<file path="src/hw/rtl/moi_pkg.sv">
`timescale 1ns / 1ps
// moi_pkg: shared constants, command types and divisor tables of the odometry integrator
// no dependencies

package moi_pkg;

    localparam int COUNT_BITS = 32;
    localparam int SUM_W      = COUNT_BITS + 3;
    localparam int POSE_W     = 40;
    localparam int WIDE_A_W   = 48;
    localparam int ACC_W      = 80;
    localparam int STEP_W     = 50;
    localparam int CFG_IDX_W  = 2;
    localparam int CFG_DATA_W = 32;
    localparam int DIV_COUNT  = 11;

    localparam logic [CFG_IDX_W-1:0] CFG_SIGN_MASK = 2'd0;
    localparam logic [CFG_IDX_W-1:0] CFG_DIST      = 2'd1;
    localparam logic [CFG_IDX_W-1:0] CFG_TURN      = 2'd2;

    localparam logic [3:0]  SIGN_MASK_RST = 4'd9;
    localparam logic [31:0] DIST_RST      = 32'd33427847;
    localparam logic [31:0] TURN_RST      = 32'd3284089;

    localparam logic [30:0] Q30_ONE        = 31'h4000_0000;
    localparam logic [31:0] QUARTER_PI_Q32 = 32'd3373259426;

    localparam logic [3:0] SIN_LAST  = 4'd4;
    localparam logic [3:0] COS_FIRST = 4'd5;
    localparam logic [3:0] COS_LAST  = 4'd10;

    // floor(x / d) = (x * M) >> K for every x below 2^30
    localparam logic [5:0] DIV_K [DIV_COUNT] = '{
        6'd37, 6'd37, 6'd36, 6'd35, 6'd33,
        6'd38, 6'd37, 6'd36, 6'd35, 6'd34, 6'd31
    };

    localparam logic [31:0] DIV_M [DIV_COUNT] = '{
        32'(((64'd1 << 37) + 64'd109) / 64'd110),
        32'(((64'd1 << 37) + 64'd71) / 64'd72),
        32'(((64'd1 << 36) + 64'd41) / 64'd42),
        32'(((64'd1 << 35) + 64'd19) / 64'd20),
        32'(((64'd1 << 33) + 64'd5) / 64'd6),
        32'(((64'd1 << 38) + 64'd131) / 64'd132),
        32'(((64'd1 << 37) + 64'd89) / 64'd90),
        32'(((64'd1 << 36) + 64'd55) / 64'd56),
        32'(((64'd1 << 35) + 64'd29) / 64'd30),
        32'(((64'd1 << 34) + 64'd11) / 64'd12),
        32'(((64'd1 << 31) + 64'd1) / 64'd2)
    };

    typedef enum logic [2:0] {
        MS_FQ,
        MS_RR,
        MS_R2T,
        MS_XM,
        MS_RT,
        MS_WLO,
        MS_WHI
    } msel_t;

    typedef enum logic [3:0] {
        WB_NONE,
        WB_IN,
        WB_R,
        WB_R2,
        WB_X,
        WB_T,
        WB_S0,
        WB_SC,
        WB_LD,
        WB_ACC_LO,
        WB_ACC_HI,
        WB_ROUND,
        WB_POS,
        WB_OUT
    } wb_t;

    typedef enum logic [2:0] {
        W_BX,
        W_BY,
        W_CX,
        W_SY,
        W_SX,
        W_CY,
        W_H
    } wide_t;

    typedef struct packed {
        msel_t      msel;
        wb_t        wb;
        wide_t      wsel;
        logic [3:0] div_idx;
    } cmd_t;

endpackage

</file>
<file path="src/hw/rtl/moi_ctrl.sv">
`timescale 1ns / 1ps
// moi_ctrl: sequencer that steps the datapath through one odometry update
// depends on moi_pkg

module moi_ctrl (
    input  logic          clk,
    input  logic          rst_n,
    input  logic          in_valid,
    output logic          in_ready,
    output logic          out_valid,
    input  logic          out_ready,
    output moi_pkg::cmd_t cmd
);

    typedef enum logic [3:0] {
        S_IDLE,
        S_ANGLE,
        S_SIN,
        S_SINF,
        S_COS,
        S_SC,
        S_WIDE,
        S_POS,
        S_OUT
    } state_t;

    state_t          state_reg, state_next;
    logic [3:0]      idx_reg, idx_next;
    logic [2:0]      ph_reg, ph_next;
    moi_pkg::wide_t  wsel_reg, wsel_next;
    logic            in_ready_reg, in_ready_next;
    logic            out_valid_reg, out_valid_next;

    assign in_ready  = in_ready_reg;
    assign out_valid = out_valid_reg;

    always_comb
    begin
        state_next     = state_reg;
        idx_next       = idx_reg;
        ph_next        = ph_reg;
        wsel_next      = wsel_reg;
        in_ready_next  = in_ready_reg;
        out_valid_next = out_valid_reg;
        cmd.msel       = moi_pkg::MS_FQ;
        cmd.wb         = moi_pkg::WB_NONE;
        cmd.wsel       = wsel_reg;
        cmd.div_idx    = idx_reg;

        if (out_valid_reg && out_ready)
        begin
            out_valid_next = 1'b0;
        end

        unique case (state_reg)
            S_IDLE:
            begin
                if (in_valid && in_ready_reg)
                begin
                    cmd.wb        = moi_pkg::WB_IN;
                    in_ready_next = 1'b0;
                    ph_next       = 3'd0;
                    state_next    = S_ANGLE;
                end
            end
            S_ANGLE:
            begin
                ph_next = ph_reg + 3'd1;
                unique case (ph_reg[1:0])
                    2'd0: cmd.msel = moi_pkg::MS_FQ;
                    2'd1: cmd.wb   = moi_pkg::WB_R;
                    2'd2: cmd.msel = moi_pkg::MS_RR;
                    default:
                    begin
                        cmd.wb     = moi_pkg::WB_R2;
                        ph_next    = 3'd0;
                        idx_next   = 4'd0;
                        state_next = S_SIN;
                    end
                endcase
            end
            S_SIN, S_COS:
            begin
                ph_next = ph_reg + 3'd1;
                unique case (ph_reg[1:0])
                    2'd0: cmd.msel = moi_pkg::MS_R2T;
                    2'd1: cmd.wb   = moi_pkg::WB_X;
                    2'd2: cmd.msel = moi_pkg::MS_XM;
                    default:
                    begin
                        cmd.wb  = moi_pkg::WB_T;
                        ph_next = 3'd0;
                        idx_next = idx_reg + 4'd1;
                        if (state_reg == S_SIN && idx_reg == moi_pkg::SIN_LAST)
                        begin
                            state_next = S_SINF;
                        end
                        else if (state_reg == S_COS && idx_reg == moi_pkg::COS_LAST)
                        begin
                            state_next = S_SC;
                        end
                    end
                endcase
            end
            S_SINF:
            begin
                if (ph_reg == 3'd0)
                begin
                    cmd.msel = moi_pkg::MS_RT;
                    ph_next  = 3'd1;
                end
                else
                begin
                    cmd.wb     = moi_pkg::WB_S0;
                    ph_next    = 3'd0;
                    idx_next   = moi_pkg::COS_FIRST;
                    state_next = S_COS;
                end
            end
            S_SC:
            begin
                cmd.wb     = moi_pkg::WB_SC;
                ph_next    = 3'd0;
                wsel_next  = moi_pkg::W_BX;
                state_next = S_WIDE;
            end
            S_WIDE:
            begin
                ph_next = ph_reg + 3'd1;
                unique case (ph_reg)
                    3'd0: cmd.wb = moi_pkg::WB_LD;
                    3'd1: cmd.msel = moi_pkg::MS_WLO;
                    3'd2:
                    begin
                        cmd.msel = moi_pkg::MS_WHI;
                        cmd.wb   = moi_pkg::WB_ACC_LO;
                    end
                    3'd3: cmd.wb = moi_pkg::WB_ACC_HI;
                    default:
                    begin
                        cmd.wb  = moi_pkg::WB_ROUND;
                        ph_next = 3'd0;
                        if (wsel_reg == moi_pkg::W_H)
                        begin
                            state_next = S_POS;
                        end
                        else
                        begin
                            wsel_next = moi_pkg::wide_t'(wsel_reg + 3'd1);
                        end
                    end
                endcase
            end
            S_POS:
            begin
                cmd.wb     = moi_pkg::WB_POS;
                state_next = S_OUT;
            end
            S_OUT:
            begin
                if (!out_valid_reg || out_ready)
                begin
                    cmd.wb         = moi_pkg::WB_OUT;
                    out_valid_next = 1'b1;
                    in_ready_next  = 1'b1;
                    state_next     = S_IDLE;
                end
            end
            default:
            begin
                state_next    = S_IDLE;
                in_ready_next = 1'b1;
            end
        endcase
    end

    always_ff @(posedge clk or negedge rst_n)
    begin
        if (!rst_n)
        begin
            state_reg     <= S_IDLE;
            idx_reg       <= 4'd0;
            ph_reg        <= 3'd0;
            wsel_reg      <= moi_pkg::W_BX;
            in_ready_reg  <= 1'b1;
            out_valid_reg <= 1'b0;
        end
        else
        begin
            state_reg     <= state_next;
            idx_reg       <= idx_next;
            ph_reg        <= ph_next;
            wsel_reg      <= wsel_next;
            in_ready_reg  <= in_ready_next;
            out_valid_reg <= out_valid_next;
        end
    end

`ifndef SYNTHESIS
    a_one_in_flight: assert property (@(posedge clk) disable iff (!rst_n)
        (in_valid && in_ready_reg) |=> !in_ready_reg)
        else $error("second transaction taken while an update runs");

    a_out_held: assert property (@(posedge clk) disable iff (!rst_n)
        (state_reg == S_OUT && out_valid_reg && !out_ready) |=> state_reg == S_OUT)
        else $error("pending result overwritten");

    a_ready_only_idle: assert property (@(posedge clk) disable iff (!rst_n)
        in_ready_reg |-> (state_reg == S_IDLE && !out_valid_next) || state_reg == S_IDLE)
        else $error("ready raised outside idle");

    a_wide_phase: assert property (@(posedge clk) disable iff (!rst_n)
        state_reg == S_WIDE |-> ph_reg <= 3'd4)
        else $error("wide product phase out of range");
`endif

endmodule

</file>
<file path="config.mk">
export PLATFORM = sky130hd
export DESIGN_NAME = moi_ctrl
export DESIGN_NICKNAME = d
export VERILOG_FILES = /design/src/hw/rtl/moi_pkg.sv /design/src/hw/rtl/moi_ctrl.sv
export SDC_FILE = /design/constraint.sdc
export NUM_CORES = 1
export LEC_CHECK = 0
export ABC_AREA = 1
export BUFFER_PORTS_ARGS = -buffer_cell sky130_fd_sc_hd__buf_2
export CAP_MARGIN = 20
export CORE_ASPECT_RATIO = 1.1
export CORE_MARGIN = 1.5
export CORE_UTILIZATION = 56
export CTS_CLUSTER_SIZE = 40
export DETAILED_ROUTE_END_ITERATION = 7
export GPL_TIMING_DRIVEN = 0
export PLACE_DENSITY_LB_ADDON = 0.08
export SKIP_LAST_GASP = 1
export SYNTH_ARGS = -nofsm -noshare
export SYNTH_HDL_FRONTEND = slang
export SYNTH_SLANG_ARGS = --single-unit
</file>
<file path="constraint.sdc">
create_clock -name clk -period 1.9 [get_ports clk]
set_input_delay 0.095 -clock clk [delete_from_list [all_inputs] [get_ports clk]]
set_output_delay 0.095 -clock clk [all_outputs]
set_load 0.02 [all_outputs]
</file>
==> flow_summary.json, run 1 <==
{
  "synth_area_mm2": 0.00130,
  "fin_crit_ns": 1.88,
  "first_pass_iters": 4,
  "utilization_pct": 73.1,
  "peakVddDrop_mv": 1.01,
  "netlist_instances": 181,
  "synth.distinct_cells": 25,
  "clk_pin_slew_ns": 0.10,
  "pre_cts_slack_ns": 0.166,
  "grt_usage_pct": 25.2,
  "fin_skew_ns": 0.00576,
  "clkSinkCount": 16,
  "intPower_uw": 1270,
  "numPlacedInstances": 230,
  "ioPinCount": 20,
  "die_h_um": 53.5,
  "antenna_found_initial": 0,
  "swShare_pct": 53.7,
  "stdcell_count": 241,
  "clock_path_buffers": 2,
  "via_per_inst": 5.25,
  "drv_cap": 0,
  "drt-wirelength-per-cell_um": 12.7,
  "finalNetCount": 228,
  "grt_pass1_vias": 1113,
  "ant_nets": 0,
  "initial_core_util_pct": 58.7,
  "place_area_mm2": 0.00143,
  "yosysWarningCount": 0,
  "cp_top_family": "flip-flops",
  "worstHoldStart": "out_ready",
  "path_buf_inv": 1,
  "dr_wl_met2_um": 1630,
  "worst_slack_ns": 0.0219,
  "power_frac_comb_pct": 69.3,
  "outcome": "finished clean",
  "ys_seq_area_share_pct": 31.0,
  "drive_gt1_share_pct": 32.2,
  "cts_tree": "built",
  "place_hpwl_um": 2240,
  "htreeDepth": 1,
  "power_frac_seq_pct": 22.4,
  "p_switching_uw": 1470,
  "numPortBuffers": 19,
  "grt_max_degree": 17,
  "top_layer": "met4",
  "maxSlewViolCount": 0,
  "route.met3.wl_um": 96,
  "start_kind": "register",
  "final_cell_mix": "nand2_1 (42), nand3_1 (20), inv_1 (19)",
  "setup_viol": 0,
  "syn_to_final_growth_pct": 24.4,
  "grt.overflow.total": 0,
  "final_area_mm2": 0.00161,
  "die_w_um": 48.9,
  "startpoint": "state_reg[3]$_DFFE_PN0P_",
  "critical_path_arrival_ns": 1.78,
  "synth.net_count": 197,
  "rsz0062_at_grt": "true",
  "worst_hold_slack_ns": 0.0793,
  "dieArea_mm2": 0.00261,
  "n_antenna_cell": 0,
  "min_path_type": "in2reg",
  "cts_root_buf": "clkbuf_4",
  "vias": 1266,
  "relSlewSlack_pct": 76.8,
  "hold_viol": 0,
  "drc": 0,
  "p_clk_share_pct": 8.3,
  "fp-row-count": 18,
  "ys_ff_latch": 16,
  "max_freq_mhz": 532,
  "r2r-start": "ph_reg[1]$_DFFE_PN0P_",
  "worst_slew_pin_slew_ns": 0.348,
  "cp_data_required_time_ns": 1.80,
  "cts_inserted_buffers": 3,
  "crit_type": "reg2out",
  "cp-end-kind": "output pin",
  "grt_pass1_wl_um": 4900,
  "cpMaxStageDelayCell": "dfrtp_1",
  "core-area_mm2": 0.00221,
  "drt_iter0_markers": 36,
  "routed_wirelength_um": 3070,
  "power_density_mw_per_mm2": 1700,
  "syn_avg_cell_area_um2": 7.16,
  "p_leak_uw": 0.000848,
  "critical_path.max_fanout": 8,
  "wl_met1_um": 1280,
  "crit_chain": "nor2_1 -> nand2_1 -> nand2_2 -> o21ai_1 -> nand3_2 -> buf_6",
  "final_common_cell": "nand2_1",
  "fin_crit_sh_pct": 98.8,
  "clock_latency_ns": 0.29,
  "cpPeakStageDelay_ns": 0.55,
  "gp_congestion": 0.884
}
==> what timing repair did <==
action                                 in CTS  in global routing
hold buffers                                2                  0
buffers inserted                            5                  0
resized for setup                           7                 25
endpoints found under the hold margin      17                  0
pin swaps                                   2                  7
setup endpoints to repair                   3                  8
==> routing by layer <==
layer / global-route usage [%] / vias to the layer above
met5: 0 / -
met1: 27.7 / 584
met3: 2.82 / 6
met4: 11.9 / 0
met2: 48.9 / 28
li1: - / 648
==> path summary, 6_finish.rpt <==
kind                                             to  slack [ns]  cells after the start
max                                          cmd[7]        0.02                      6
min                             out_valid$_DFF_PN0_        0.08                      4
max reg2reg                state_reg[0]$_DFFE_PN0P_        0.12                     11
min reg2reg                    in_ready$_DFFE_PN1P_        0.55                      2
max in group asynchronous      in_ready$_DFFE_PN1P_        1.38                      2
min in group asynchronous       out_valid$_DFF_PN0_        0.22                      2
==> logic make-up (layout without fill, tap and decap cells) <==
family,after synthesis,after routing,share of synthesized area [%]
AOI/OAI and AO/OA,26,26,11.0
xor gates and xnor gates,3,3,2.03
adders and majority gates,12,12,11.6
buffers and inverters,26,56,7.53
DFF,16,16,31.0
and+or+nand+nor,98,98,36.9
==> through the flow <==
stage / setup TNS, ns / total power (uW)
after floorplan: 0 / 1800
after global placement: 0 / 2140
after detailed placement: 0 / 2190
after CTS: 0 / 2540
after global routing: -0.0835 / 2980
final: 0 / 2750
==> cell usage after synthesis (all sizes together) <==
library cell	number	area share, %
a21boi	1	0.58
a21oi	4	1.8
a31oi	1	0.48
dfrtp	15	29
dfstp	1	2.0
ha	12	12
inv	26	7.5
nand2	53	18
nand3	21	8.1
nand3b	1	0.58
nor2	21	9.2
nor3	2	1.2
o211ai	1	0.58
o21ai	18	7.0
o31ai	1	0.58
xnor2	1	0.68
xor2	2	1.4
==> area by class of cell <==
class	instances	area, um2
tap	30	37.5
multi-input combinational	139	873
sequential	16	404
fill	191	594
timing repair buffer	26	161
inverter	26	100
clock buffer	4	36.3
==> power by group through the flow <==
stage / logic, uW / registers (uW) / clock network (uW)
6_report: 1900 / 615 / 229
5_1_grt: 2110 / 627 / 249
4_1_cts: 1710 / 593 / 235
3_5_place_dp: 1580 / 608 / 0
3_3_place_gp: 1550 / 594 / 0
2_1_floorplan: 1180 / 628 / 0
==> worst reg2reg max path: stages, from the launching register on <==
cell     delay (ns)
dfrtp_2        0.46
buf_4          0.15
ha_2           0.19
o21ai_2        0.15
nand2_2        0.10
buf_4          0.14
nand2_1        0.08
nand2_1        0.10
nor2_4         0.14
nand2_4        0.06
nand2_1        0.06
nand2_1        0.05
Power figures use the tool's default switching activity.
==> run 2: changes to the inputs <==
--- a/config.mk
+++ b/config.mk
@@ -8,7 +8,7 @@
 export ABC_AREA = 1
 export BUFFER_PORTS_ARGS = -buffer_cell sky130_fd_sc_hd__buf_2
 export CAP_MARGIN = 20
-export CORE_ASPECT_RATIO = 1.1
+export CORE_ASPECT_RATIO = 0.6
 export CORE_MARGIN = 1.5
 export CORE_UTILIZATION = 56
 export CTS_CLUSTER_SIZE = 40
==> flow_summary.json, run 2 (synthesis results as in run 1) <==
{
  "gp_congestion": 0.897,
  "drc": 0,
  "final_common_cell": "nand2_1",
  "utilization_pct": 71.8,
  "core-area_mm2": 0.00218,
  "top_layer": "met4",
  "cts_inserted_buffers": 3,
  "reg2reg_slack_ns": 0.13,
  "cpPeakStageDelay_ns": 0.45,
  "drive_gt1_share_pct": 29.3,
  "syn_to_final_growth_pct": 20.8,
  "initial_core_util_pct": 59.5,
  "start_kind": "register",
  "max_freq_mhz": 514,
  "ant_nets": 0,
  "dieArea_mm2": 0.00262,
  "cp_top_family": "flip-flops",
  "worst_slew_pin_slew_ns": 0.383,
  "numPortBuffers": 19,
  "violations": "negative setup slack",
  "die_h_um": 40.3,
  "route.met3.wl_um": 306,
  "critical_path.max_fanout": 6,
  "pre_cts_slack_ns": 0.109,
  "clk_pin_slew_ns": 0.06,
  "peakVddDrop_mv": 0.935,
  "path_buf_inv": 1,
  "htreeDepth": 1,
  "drt-wirelength-per-cell_um": 14.1,
  "first_pass_iters": 5,
  "maxSlewViolCount": 0,
  "clkSinkCount": 16,
  "reg2reg_to": "state_reg[1]$_DFFE_PN0P_",
  "min_path_type": "in2reg",
  "fin_crit_ns": 1.95,
  "wl_met1_um": 1420,
  "grt_max_degree": 17,
  "grt.overflow.total": 0,
  "cts_tree": "built",
  "cts_root_buf": "clkbuf_8",
  "fp-row-count": 13,
  "drv_cap": 0,
  "worst_slack_ns": -0.0457,
  "place_hpwl_um": 2430,
  "hold_depth": 2,
  "outcome": "finished with violations",
  "r2r-start": "ph_reg[1]$_DFFE_PN0P_",
  "vias": 1325,
  "holdPathEnd": "in_ready$_DFFE_PN1P_",
  "dr_wl_met2_um": 1520,
  "critical_path_arrival_ns": 1.85,
  "setup_viol": 2,
  "finalNetCount": 225,
  "hold_viol": 0,
  "worstHoldStart": "in_valid",
  "ioPinCount": 20,
  "cp_data_required_time_ns": 1.80,
  "clock_path_buffers": 2,
  "p_leak_uw": 0.000829,
  "cpMaxStageDelayCell": "dfrtp_2",
  "antenna_found_initial": 0,
  "startpoint": "ph_reg[0]$_DFFE_PN0P_",
  "cp-end-kind": "output pin",
  "grt_pass1_wl_um": 4780,
  "routed_wirelength_um": 3350,
  "fin_skew_ns": 0.00341,
  "fin_crit_sh_pct": 102,
  "clock_latency_ns": 0.26,
  "n_antenna_cell": 0,
  "drt_iter0_markers": 90,
  "via_per_inst": 5.57,
  "rsz0062_at_grt": "true",
  "crit_type": "reg2out",
  "grt_pass1_vias": 1039,
  "power_density_mw_per_mm2": 1750,
  "total_power_uw": 2740,
  "worst_hold_slack_ns": 0.0126,
  "die_w_um": 65.1,
  "relSlewSlack_pct": 74.3,
  "final_cell_mix": "nand2_1 (42), inv_1 (22), nand3_1 (20)",
  "rr_worst_depth": 12,
  "grt_usage_pct": 25.8,
  "crit_chain": "ha_2 -> ha_2 -> nor2_2 -> nand2_2 -> nand2_2 -> nand2_1 -> o211ai_1 -> buf_4"
}
[run 2: changes by cell type in the layout (fill, tap and decap cells not counted), moves of 2 or more]
| cell | change |
|---|---|
| clkbuf_4 | -3 |
| clkbuf_8 | +2 |
| inv_1 | +3 |
| nor2_4 | -2 |
| nor2_2 | +2 |
| inv_2 | -2 |
[run 2: how the worst max path moves through the flow]
stage,slack [ns],cells after the start,endpoint
floorplan,0.34,10,state_reg[0]$_DFFE_PN0P_
global placement,0.20,10,state_reg[1]$_DFFE_PN0P_
detailed placement,0.11,9,wsel_reg[0]$_DFFE_PN0P_
CTS,-0.01,10,cmd[7]
global route,-0.17,10,cmd[10]
finish,-0.05,8,cmd[10]
[run 2: report_power, final]
group	switching (uW)	internal, uW
logic	1210	640
clock network	124	149
registers	156	461
total	1490	1250
[run 2: through the flow]
step	std cells	area, um2	TNS, ns
6_report	238	1570	-0.0467
4_1_cts	237	1510	-0.00956
2_1_floorplan	181	1300	0
3_3_place_gp	230	1430	0
5_1_grt	238	1570	-0.265
3_5_place_dp	230	1430	0
[run 2: per-layer routing]
metal	vias up	track usage (%)
met3	15	7.58
met1	594	35.2
met2	80	41.8
met4	0	5.21
li1	636	-
met5	-	0
[run 2: worst register-to-register path: cells and delay by family (launching register included)]
kind                       cells  cell delay, ns
and+or+nand+nor                7            0.74
adders and majority gates      1            0.14
DFF                            1            0.42
buffers and inverters          4            0.36
[run 2: final cells by class]
| cell class | count | area (um2) |
|---|---|---|
| multi-input cells | 139 | 842 |
| clock buffers | 4 | 45.0 |
| inverters | 26 | 97.6 |
| repair buffers | 23 | 139 |
| fillers | 193 | 614 |
| well taps | 30 | 37.5 |
| flip-flops and latches | 16 | 404 |
[run 2: what timing repair did]
action / in CTS / in global routing
setup buffers: 2 / 1
resized for setup: 7 / 16
setup endpoints to repair: 3 / 10
endpoints found under the hold margin: 15 / 0
pin swaps: 2 / 4
hold buffers: 1 / 0
